<file path="src/hw/rtl/kst_pkg.sv">
// ----------------------------------------------------------------------------
// kst_pkg
// shared constants, codes and controller/datapath structs of the keyed sum
// aggregation table
// ----------------------------------------------------------------------------
`default_nettype none
package kst_pkg;

	localparam int SLOTS      = 1024;
	localparam int COMPONENTS = 8;

	localparam int SLOT_W    = $clog2(SLOTS);
	localparam int CNT_W     = SLOT_W + 1;
	localparam int COMP_W    = (COMPONENTS > 1) ? $clog2(COMPONENTS) : 1;
	localparam int SUM_DEPTH = SLOTS * COMPONENTS;
	localparam int SUM_AW    = $clog2(SUM_DEPTH);
	localparam int HASH_LSB  = 4;

	localparam logic REQ_CAPTURE = 1'b0;
	localparam logic REQ_DRAIN   = 1'b1;
	localparam logic KIND_ENTRY  = 1'b0;
	localparam logic KIND_STATS  = 1'b1;

	typedef struct packed {
		logic load_item;
		logic cnt_calls;
		logic cnt_invalid;
		logic cnt_overflow;
		logic cnt_full;
		logic calc_delta;
		logic probe_init;
		logic probe_rd;
		logic probe_next;
		logic claim;
		logic zero_wr;
		logic add_rd;
		logic add_posted;
		logic add_delta;
		logic dr_list_rd;
		logic dr_slot_rd;
		logic dr_sum_rd;
		logic emit_entry;
		logic emit_stats;
		logic clr_step;
	} cmd_t;

	typedef struct packed {
		logic enabled;
		logic is_drain;
		logic invalid;
		logic delta_ovf;
		logic slot_valid;
		logic key_match;
		logic slots_exhausted;
		logic tries_last;
		logic zc_last;
		logic posted_ovf;
		logic delta_add_ovf;
		logic drain_more;
		logic out_busy;
		logic clr_last;
	} sts_t;

endpackage
`default_nettype wire

</file>
<file path="src/hw/rtl/kst_ctrl.sv">
// ----------------------------------------------------------------------------
// kst_ctrl
// sequencer for capture, drain, stats and table clearing
// ----------------------------------------------------------------------------
`default_nettype none
module kst_ctrl import kst_pkg::*; (
	input  wire logic clk,
	input  wire logic arst_n,
	input  wire logic in_valid,
	output logic      in_ready,
	input  wire sts_t sts,
	output cmd_t      cmd
);

	typedef enum logic [3:0] {
		S_CLEAR, S_IDLE, S_DISP, S_DCHK, S_PRD, S_PCHK, S_ZERO, S_ARD,
		S_ADD1, S_ADD2, S_DR_LIST, S_DR_SUM, S_DR_EMIT
	} state_t;

	state_t state_q, state_d;

	always_comb begin
		cmd      = '0;
		state_d  = state_q;
		in_ready = 1'b0;
		unique case (state_q)
			S_CLEAR: begin
				cmd.clr_step = 1'b1;
				if (sts.clr_last) state_d = S_IDLE;
			end
			S_IDLE: begin
				in_ready = 1'b1;
				if (in_valid) begin
					cmd.load_item = 1'b1;
					state_d = S_DISP;
				end
			end
			S_DISP: begin
				priority if (!sts.enabled) begin
					state_d = S_IDLE;
				end else if (sts.is_drain && sts.drain_more) begin
					cmd.dr_list_rd = 1'b1;
					state_d = S_DR_LIST;
				end else if (sts.is_drain) begin
					if (!sts.out_busy) begin
						cmd.emit_stats = 1'b1;
						state_d = S_CLEAR;
					end
				end else if (sts.invalid) begin
					cmd.cnt_calls   = 1'b1;
					cmd.cnt_invalid = 1'b1;
					state_d = S_IDLE;
				end else begin
					cmd.cnt_calls  = 1'b1;
					cmd.calc_delta = 1'b1;
					state_d = S_DCHK;
				end
			end
			S_DCHK: begin
				if (sts.delta_ovf) begin
					cmd.cnt_overflow = 1'b1;
					state_d = S_IDLE;
				end else begin
					cmd.probe_init = 1'b1;
					state_d = S_PRD;
				end
			end
			S_PRD: begin
				cmd.probe_rd = 1'b1;
				state_d = S_PCHK;
			end
			S_PCHK: begin
				priority if (!sts.slot_valid && sts.slots_exhausted) begin
					cmd.cnt_full = 1'b1;
					state_d = S_IDLE;
				end else if (!sts.slot_valid) begin
					cmd.claim = 1'b1;
					state_d = S_ZERO;
				end else if (sts.key_match) begin
					state_d = S_ARD;
				end else if (sts.tries_last) begin
					cmd.cnt_full = 1'b1;
					state_d = S_IDLE;
				end else begin
					cmd.probe_next = 1'b1;
					state_d = S_PRD;
				end
			end
			S_ZERO: begin
				cmd.zero_wr = 1'b1;
				if (sts.zc_last) state_d = S_ARD;
			end
			S_ARD: begin
				cmd.add_rd = 1'b1;
				state_d = S_ADD1;
			end
			S_ADD1: begin
				if (sts.posted_ovf) begin
					cmd.cnt_overflow = 1'b1;
					state_d = S_IDLE;
				end else begin
					cmd.add_posted = 1'b1;
					state_d = S_ADD2;
				end
			end
			S_ADD2: begin
				if (sts.delta_add_ovf) cmd.cnt_overflow = 1'b1;
				else cmd.add_delta = 1'b1;
				state_d = S_IDLE;
			end
			S_DR_LIST: begin
				cmd.dr_slot_rd = 1'b1;
				state_d = S_DR_SUM;
			end
			S_DR_SUM: begin
				cmd.dr_sum_rd = 1'b1;
				state_d = S_DR_EMIT;
			end
			S_DR_EMIT: begin
				if (!sts.out_busy) begin
					cmd.emit_entry = 1'b1;
					state_d = sts.zc_last ? S_IDLE : S_DR_SUM;
				end
			end
			default: state_d = S_IDLE;
		endcase
	end

	always_ff @(posedge clk or negedge arst_n) begin
		if (!arst_n) state_q <= S_CLEAR;
		else state_q <= state_d;
	end

endmodule
`default_nettype wire

</file>
<file path="config.mk">
export PLATFORM = sky130hd
export DESIGN_NAME = kst_ctrl
export DESIGN_NICKNAME = d
export VERILOG_FILES = /design/src/hw/rtl/kst_pkg.sv /design/src/hw/rtl/kst_ctrl.sv
export SDC_FILE = /design/constraint.sdc
export NUM_CORES = 1
export LEC_CHECK = 0
export CORE_AREA = 2 2 39 41
export CTS_CLUSTER_DIAMETER = 150
export DETAILED_ROUTE_END_ITERATION = 12
export DIE_AREA = 0 0 41 43
export DONT_BUFFER_PORTS = 1
export PLACE_DENSITY_LB_ADDON = 0.05
export SKIP_CTS_REPAIR_TIMING = 1
export SLEW_MARGIN = 15
export SYNTH_ARGS = -nofsm -noshare
export SYNTH_HDL_FRONTEND = slang
export SYNTH_SLANG_ARGS = --single-unit
</file>
<file path="constraint.sdc">
create_clock -name clk -period 2.5 [get_ports clk]
set_input_delay 0.25 -clock clk [delete_from_list [all_inputs] [get_ports clk]]
set_output_delay 0.25 -clock clk [all_outputs]
set_load 0.1 [all_outputs]
</file>
==> Implementation_results.wiki, run 1 <==
{| class="wikitable"
! Metric !! Value
|-
| Max Fclk || 453 MHz
|-
| Max-cap violation count || 0
|-
| Max FFs per register || 4
|-
| Count of nets left with antenna violations after detail routing || 0
|-
| First DRT Iteration DRCs || 14
|-
| Hpwl dp || 1.54 mm
|-
| Worst Clk Skew || 0.00101 ns
|-
| CP Launch Type || flop
|-
| Status || complete, no violations
|-
| Die Y || 43 µm
|-
| Leakage power summed over all cells || 0.421 nW
|-
| Most used standard cell by instance count after synthesis || sky130_fd_sc_hd__nor2_1
|-
| Layout Area Growth over Synthesis || 62.2%
|-
| Synthesized net count || 111
|-
| Global-route congestion overflow total || 0
|-
| Number of instances in the synthesized netlist || 94
|-
| Capturing point of the worst reg2reg path || state_q[3]
|-
| Register name with the most flops || state_q
|-
| Insertion delay to the later sink of the worst-skew pair || 0.24 ns
|-
| Row count || 14
|-
| Register-to-register setup slack || 0.63 ns
|-
| Final total power || 0.000890 W
|-
| Via Count || 796
|-
| Synthesized area per cell || 7.04 µm²
|-
| Via count of the first global-routing pass || 723
|-
| Layout fillers || 100
|-
| Total wirelength of the detailed-routed design || 1.98 mm
|-
| Number of detailed-route iterations in the first pass || 4
|-
| TritonCTS clock tree || built
|-
| Proportion of netlist area held by the largest area contributor || 0.151
|-
| Clock net sink count || 4
|-
| Part of the cycle the worst path needs || 0.883
|-
| Post-synthesis sequential area ratio || 0.151
|-
| Distinct cell type count of the synthesized netlist || 43
|-
| Number of input and output port buffers inserted || 0
|-
| Worst-case vdd ir drop || 0.000730 V
|-
| Dominant synthesized flop cell || sky130_fd_sc_hd__dfrtp_1
|-
| Max Root-Sink Buffers || 2
|-
| DRC violations left || 0
|-
| Total of endpoints with negative setup slack in the final report || 0
|-
| Clock-pin transition on the worst setup and hold timing paths || 0.04 ns
|-
| Mapped Area || 662 µm²
|-
| Mean routed wirelength per cell || 15.3 µm
|-
| Flip-flop and latch count after synthesis || 4
|-
| Unrepaired setup endpoints after global routing || no
|-
| Synth top cells by count || sky130_fd_sc_hd__nor2_1, sky130_fd_sc_hd__nor3_1, sky130_fd_sc_hd__nand2b_1
|-
| First element of the critical path || state_q[0]
|-
| Final cell utilization of the core || 0.776
|-
| Maximum fanout along the worst path || 14
|-
| Headroom to the max-slew limit || 0.700
|-
| Global routing usage summed across all routing layers || 0.257
|-
| Kind of path behind the tightest hold check || input port to flop
|-
| Launch instance of the worst register-to-register path || state_q[1]
|-
| Initial core utilization || 0.478
|-
| Number of warnings reported in the yosys synthesis log || 0
|-
| Global-route wire length before repair || 3.24 mm
|-
| Fraction of final layout cells sized beyond drive strength 1 || 0.412
|-
| Power per Cell Area || 829 nW/µm²
|-
| Cells taking the most area after synthesis || sky130_fd_sc_hd__dfrtp_1, sky130_fd_sc_hd__nor3_1, sky130_fd_sc_hd__nor2_1
|-
| Number of flops mapped to enable cells by yosys || 0
|-
| Total I/O pin count || 38
|-
| Layout Nets || 133
|-
| Number of hold violations in the final report || 0
|-
| Proportion of register bits with asynchronous set or reset after synthesis || 1.00
|-
| Dominant cell type by area after synthesis || sky130_fd_sc_hd__dfrtp_1
|-
| Clock period minus worst slack || 2.21 ns
|-
| Die Footprint || 1760 µm²
|-
| Number of cells traversed by the worst register-to-register path || 4
|-
| Placeable Area || 1380 µm²
|-
| Die width || 41 µm
|-
| Placer's final routability congestion estimate || 0.839
|-
| H-tree depth reported by CTS || 1
|-
| Detail-routed via count per cell || 6.12
|-
| Largest net degree at the start of global routing || 17
|-
| Count of final max-slew check failures || 0
|-
| Biggest registers after layout || state_q (4)
|-
| Number of antenna violations at the first check in global routing || 0
|-
| TritonCTS Buffers || 3
|-
| Data arrival, critical path || 1.96 ns
|-
| Endpoint of the most critical setup path || cmd[17]
|-
| Worst Tran Pin Value || 0.450 ns
|-
| Clock tree root driver cell || sky130_fd_sc_hd__clkbuf_4
|-
| Antenna fix cells || 0
|-
| Data required time of the worst path || 2.25 ns
|-
| Category of the worst setup path capture point || output pin
|-
| Startpoint-to-endpoint class of the critical path || flop to output pin
|}
-- critical path, cell delays in order (launching register included) --
cell	delay [ns]
sky130_fd_sc_hd__dfrtp_1	0.53
sky130_fd_sc_hd__nor4b_2	0.50
sky130_fd_sc_hd__nand2_1	0.22
sky130_fd_sc_hd__nor2_4	0.13
sky130_fd_sc_hd__and2_4	0.34
-- how the worst min path moves through the flow --
| stage | startpoint | end | slack (ns) | cells past startpoint |
|---|---|---|---|---|
| 2_1_floorplan | arst_n | state_q[0] | -0.05 | 0 |
| 3_3_place_gp | arst_n | state_q[2] | -0.05 | 0 |
| 5_1_grt | sts[1] | state_q[3] | 0.19 | 1 |
| 4_1_cts | arst_n | state_q[3] | -0.29 | 0 |
| 3_5_place_dp | arst_n | state_q[2] | -0.05 | 0 |
| 6_report | sts[1] | state_q[3] | 0.20 | 1 |
-- layout make-up --
type	instances	area, µm²	area share
repair buffers	23	283	0.263
inverters	5	18.8	0.0175
clock buffers	3	22.5	0.0210
flip-flops and latches	4	100	0.0932
multi-input cells	79	629	0.586
well taps	16	20.0	0.0186
-- metal layers --
layer / global-route usage / vias up / routed length (µm)
li1: - / 390 / -
met1: 0.367 / 365 / 840
met2: 0.369 / 39 / 969
met3: 0.0733 / 2 / 162
met4: 0.0667 / 0 / 10
met5: 0 / - / 0
-- placed cells by master (no fill, tap or decap), drive strengths merged, types with 3 or more instances in the layout --
cell type / synthesis / final
nor2b: 4 / 4
dfrtp: 4 / 4
nand2: 5 / 5
nor3: 9 / 9
clkbuf: 2 / 7
a21oi: 3 / 3
nor2: 11 / 11
inv: 5 / 5
buf: 4 / 18
nand2b: 6 / 6
-- metrics by stage --
step                      hold slack (ns)  worst slack (ns)  TNS [ns]  std cells  cell area [µm²]
after floorplan                   -0.0456            -0.635     -3.27         94              712
after global placement            -0.0455             0.372         0        126             1030
after detailed placement          -0.0455             0.287         0        126             1030
after CTS                          -0.293            0.0142         0        129             1060
after global routing                0.193             0.142         0        130             1070
final                               0.198             0.291         0        130             1070
-- cells by family after synthesis --
kind of cell | share of synthesized area
compound gates | 0.240
simple gates | 0.505
mux | 0.0170
buf+inv | 0.0869
flops | 0.151
-- power breakdown --
group          switching (W)  internal (W)
combinational       0.000482      0.000188
sequential         0.0000566     0.0000814
clock              0.0000279     0.0000538
total               0.000567      0.000323
Note: power is estimated with default switching activity, not from simulation.
==> inputs of run 2 (changes only) <==
- ABC_AREA: not set -> 1
==> run 2 against run 1 <==
Register-to-register slack improved by 0.27 ns. Global-route usage fell by 2.0 points. Power rose by 54%.
==> Implementation_results.wiki, run 2 <==
{| class="wikitable"
! Metric !! Value
|-
| Combined buffer and inverter count along the critical path || 3 (+3)
|-
| Fraction of final layout cells sized beyond drive strength 1 || 0.291 (-0.121)
|-
| First DRT Iteration DRCs || 14 (unchanged)
|-
| Cells taking the most area after synthesis || sky130_fd_sc_hd__nand2_1, sky130_fd_sc_hd__dfrtp_1, sky130_fd_sc_hd__nor2_1
|-
| Count of nets left with antenna violations after detail routing || 0 (unchanged)
|-
| Largest net degree at the start of global routing || 9 (-8)
|-
| Dominant cell type by area after synthesis || sky130_fd_sc_hd__nand2_1
|-
| Power per Cell Area || 1470 nW/µm² (+77%)
|-
| Mapped Area || 641 µm² (-3.2%)
|-
| Hpwl dp || 1.65 mm (+7.6%)
|-
| Die Footprint || 1760 µm² (unchanged)
|-
| Number of antenna violations at the first check in global routing || 0 (unchanged)
|-
| CP Launch Type || flop
|-
| Row count || 14 (unchanged)
|-
| Distinct cell type count of the synthesized netlist || 20 (-53%)
|-
| Number of hold violations in the final report || 0 (unchanged)
|-
| Clock period minus worst slack || 1.99 ns (-0.220 ns)
|-
| Dominant synthesized flop cell || sky130_fd_sc_hd__dfrtp_1
|-
| Number of flops mapped to enable cells by yosys || 0 (unchanged)
|-
| Clock tree root driver cell || sky130_fd_sc_hd__clkbuf_4
|-
| Proportion of register bits with asynchronous set or reset after synthesis || 1.00 (unchanged)
|-
| Most used standard cell by instance count after synthesis || sky130_fd_sc_hd__nand2_1
|-
| Worst-case vdd ir drop || 0.000748 V (+2.4%)
|-
| Longest individual stage delay on the worst path || 0.44 ns (-0.09 ns)
|-
| Worst Tran Pin Value || 0.364 ns (-0.0869 ns)
|-
| Slowest cell on crit path || sky130_fd_sc_hd__dfrtp_1
|-
| Data arrival, critical path || 1.74 ns (-0.22 ns)
|-
| Global routing usage summed across all routing layers || 0.237 (-0.0199)
|-
| Synth top cells by count || sky130_fd_sc_hd__nand2_1, sky130_fd_sc_hd__nor2_1, sky130_fd_sc_hd__inv_1
|-
| Detail Route met2 WL || 947 µm (-2.3%)
|-
| WL met3 || 151 µm (-6.8%)
|-
| Number of detailed-route iterations in the first pass || 4 (unchanged)
|-
| Max-cap violation count || 0 (unchanged)
|-
| Sequential standard cell area || 100 µm² (unchanged)
|-
| Most common library cell in the layout ignoring fill and taps || sky130_fd_sc_hd__nand2_1
|-
| Number of warnings reported in the yosys synthesis log || 0 (unchanged)
|-
| Insertion delay to the later sink of the worst-skew pair || 0.24 ns (about the same)
|-
| Max Root-Sink Buffers || 2 (unchanged)
|-
| Top metal layer carrying routed signals || met4
|-
| Number of instances in the synthesized netlist || 127 (+35%)
|-
| Die width || 41 µm (unchanged)
|-
| Layout fillers || 135 (+35%)
|-
| Count of final max-slew check failures || 0 (unchanged)
|-
| Category of the worst setup path capture point || output pin
|-
| Part of the cycle the worst path needs || 0.796 (-0.0879)
|-
| Total wirelength of the detailed-routed design || 1.88 mm (-5.1%)
|-
| Placer's final routability congestion estimate || 0.926 (+10%)
|-
| Layout Area Growth over Synthesis || 45.7%
|-
| TritonCTS clock tree || built
|-
| Area taken by multi-input logic gates || 524 µm² (-17%)
|-
| Final instance count without filler cells || 167 (+28%)
|-
| Max Fclk || 503 MHz (+11%)
|-
| Leakage power summed over all cells || 0.563 nW (+34%)
|-
| Length of routed wiring on met1 || 764 µm (-9.0%)
|-
| Category of cells accounting for the largest share of critical-path delay || simple AND/OR/NAND/NOR gates
|-
| Kind of path behind the tightest hold check || input port to flop
|-
| Global-route wire length before repair || 2.88 mm (-11%)
|-
| Register name with the most flops || state_q
|-
| Max FFs per register || 4 (unchanged)
|-
| Die Y || 43 µm (unchanged)
|-
| Total I/O pin count || 38 (unchanged)
|-
| Headroom to the max-slew limit || 0.757 (+0.0570)
|-
| Antenna fix cells || 0 (unchanged)
|-
| Data required time of the worst path || 2.25 ns (about the same)
|-
| TritonCTS Buffers || 3 (unchanged)
|-
| Flip-flop and latch count after synthesis || 4 (unchanged)
|-
| Via count of the first global-routing pass || 730 (+0.97%)
|-
| Detail-routed via count per cell || 4.98 (-19%)
|-
| Post-synthesis sequential area ratio || 0.156 (+0.00502)
|-
| Final worst-path setup slack || 0.511 ns (+0.220 ns)
|-
| Clock net sink count || 4 (unchanged)
|-
| Cells after DPL || 163 (+29%)
|-
| Total of endpoints with negative setup slack in the final report || 0 (unchanged)
|-
| Maximum fanout along the worst path || 7 (-7)
|-
| Layout Nets || 170 (+28%)
|-
| DRC violations left || 0 (unchanged)
|-
| Synthesized net count || 144 (+30%)
|-
| Number of input and output port buffers inserted || 0 (unchanged)
|-
| Synthesized area per cell || 5.04 µm² (-28%)
|-
| H-tree depth reported by CTS || 1 (unchanged)
|-
| Placeable Area || 1380 µm² (unchanged)
|-
| Global-route congestion overflow total || 0 (unchanged)
|-
| Startpoint-to-endpoint class of the critical path || flop to output pin
|-
| Biggest registers after layout || state_q (4)
|-
| Setup WS pre-CTS || 0.775 ns (+0.488 ns)
|-
| Proportion of netlist area held by the largest area contributor || 0.264 (+0.112)
|-
| Mean routed wirelength per cell || 11.3 µm (-26%)
|-
| Hold Worst Slack || 0.202 ns (+0.00373 ns)
|-
| Commonest non-fill, non-tap cells in the layout || sky130_fd_sc_hd__nand2_1, sky130_fd_sc_hd__inv_1, sky130_fd_sc_hd__buf_4
|-
| Status || complete, no violations
|-
| Clock-pin transition on the worst setup and hold timing paths || 0.04 ns (about the same)
|-
| Unrepaired setup endpoints after global routing || no
|-
| Worst Clk Skew || 0.00714 ns (+0.00613 ns)
|-
| Initial core utilization || 0.463 (-0.0154)
|-
| Via Count || 832 (+4.5%)
|-
| Cell-by-cell trace of the critical path || inv_2 > nand2_2 > nor2_2 > inv_1 > nor3_4 > and2_2 > buf_12
|}
## run 2: changes by cell type after synthesis, sizes merged, moves of 3 or more
cell and change:
nand2 +41, inv +18, nor2 +16, nand3 +11
nand2b -6, nor3 -6, nor2b -4, buf -3
## run 2: worst paths after layout
check / from / endpoint / slack [ns] / cells past startpoint
max: state_q[3] / cmd[17] / 0.51 / 7
min: sts[1] / state_q[1] / 0.20 / 3
max reg2reg: state_q[1] / state_q[3] / 0.90 / 8
min reg2reg: state_q[3] / state_q[3] / 0.62 / 2
max in group asynchronous: arst_n / state_q[3] / 2.03 / 1
min in group asynchronous: arst_n / state_q[0] / 0.28 / 1
## run 2: stage by stage
| stage | power [W] | TNS [ns] | instance area, µm² | utilization |
|---|---|---|---|---|
| 3_3_place_gp | 0.00127 | 0 | 901 | 0.651 |
| 6_report | 0.00137 | 0 | 933 | 0.675 |
| 4_1_cts | 0.00137 | 0 | 923 | 0.667 |
| 5_1_grt | 0.00146 | 0 | 933 | 0.675 |
| 3_5_place_dp | 0.00129 | 0 | 901 | 0.651 |
| 2_1_floorplan | 0.00104 | -0.249 | 671 | - |
## run 2: per-layer routing
layer	GRT usage	up-vias
li1	-	439
met1	0.287	360
met2	0.388	31
met3	0.0785	2
met4	0.0533	0
met5	0	-
## run 2: worst register-to-register path, delay by kind of cell, from the launching register on
kind / cells / cell delay (ns)
AND/OR/NAND/NOR: 7 / 0.78
flip-flops: 1 / 0.47
buffers and inverters: 1 / 0.29
## run 2: layout make-up
cell class                      count  area share
Clock buffer                        3      0.0241
Inverter                           23      0.0925
Multi-Input combinational cell     99       0.562
Sequential cell                     4       0.107
Tap cell                           16      0.0214
Timing Repair Buffer               22       0.193
## run 2: kinds of logic (layout without fill, tap and decap cells)
kind of cell / Yosys count / in the layout / synth area share
compound gates: 5 / 5 / 0.0488
simple gates: 94 / 94 / 0.648
buf+inv: 24 / 48 / 0.146
flops: 4 / 4 / 0.156
## run 2: where the power goes
part	switching, W	internal, W	total, W	leakage (nW)
registers	0.0000745	0.0000979	0.000172	0.0520
logic	0.000868	0.000249	0.00112	0.498
clock network	0.0000302	0.0000540	0.0000842	0.0138
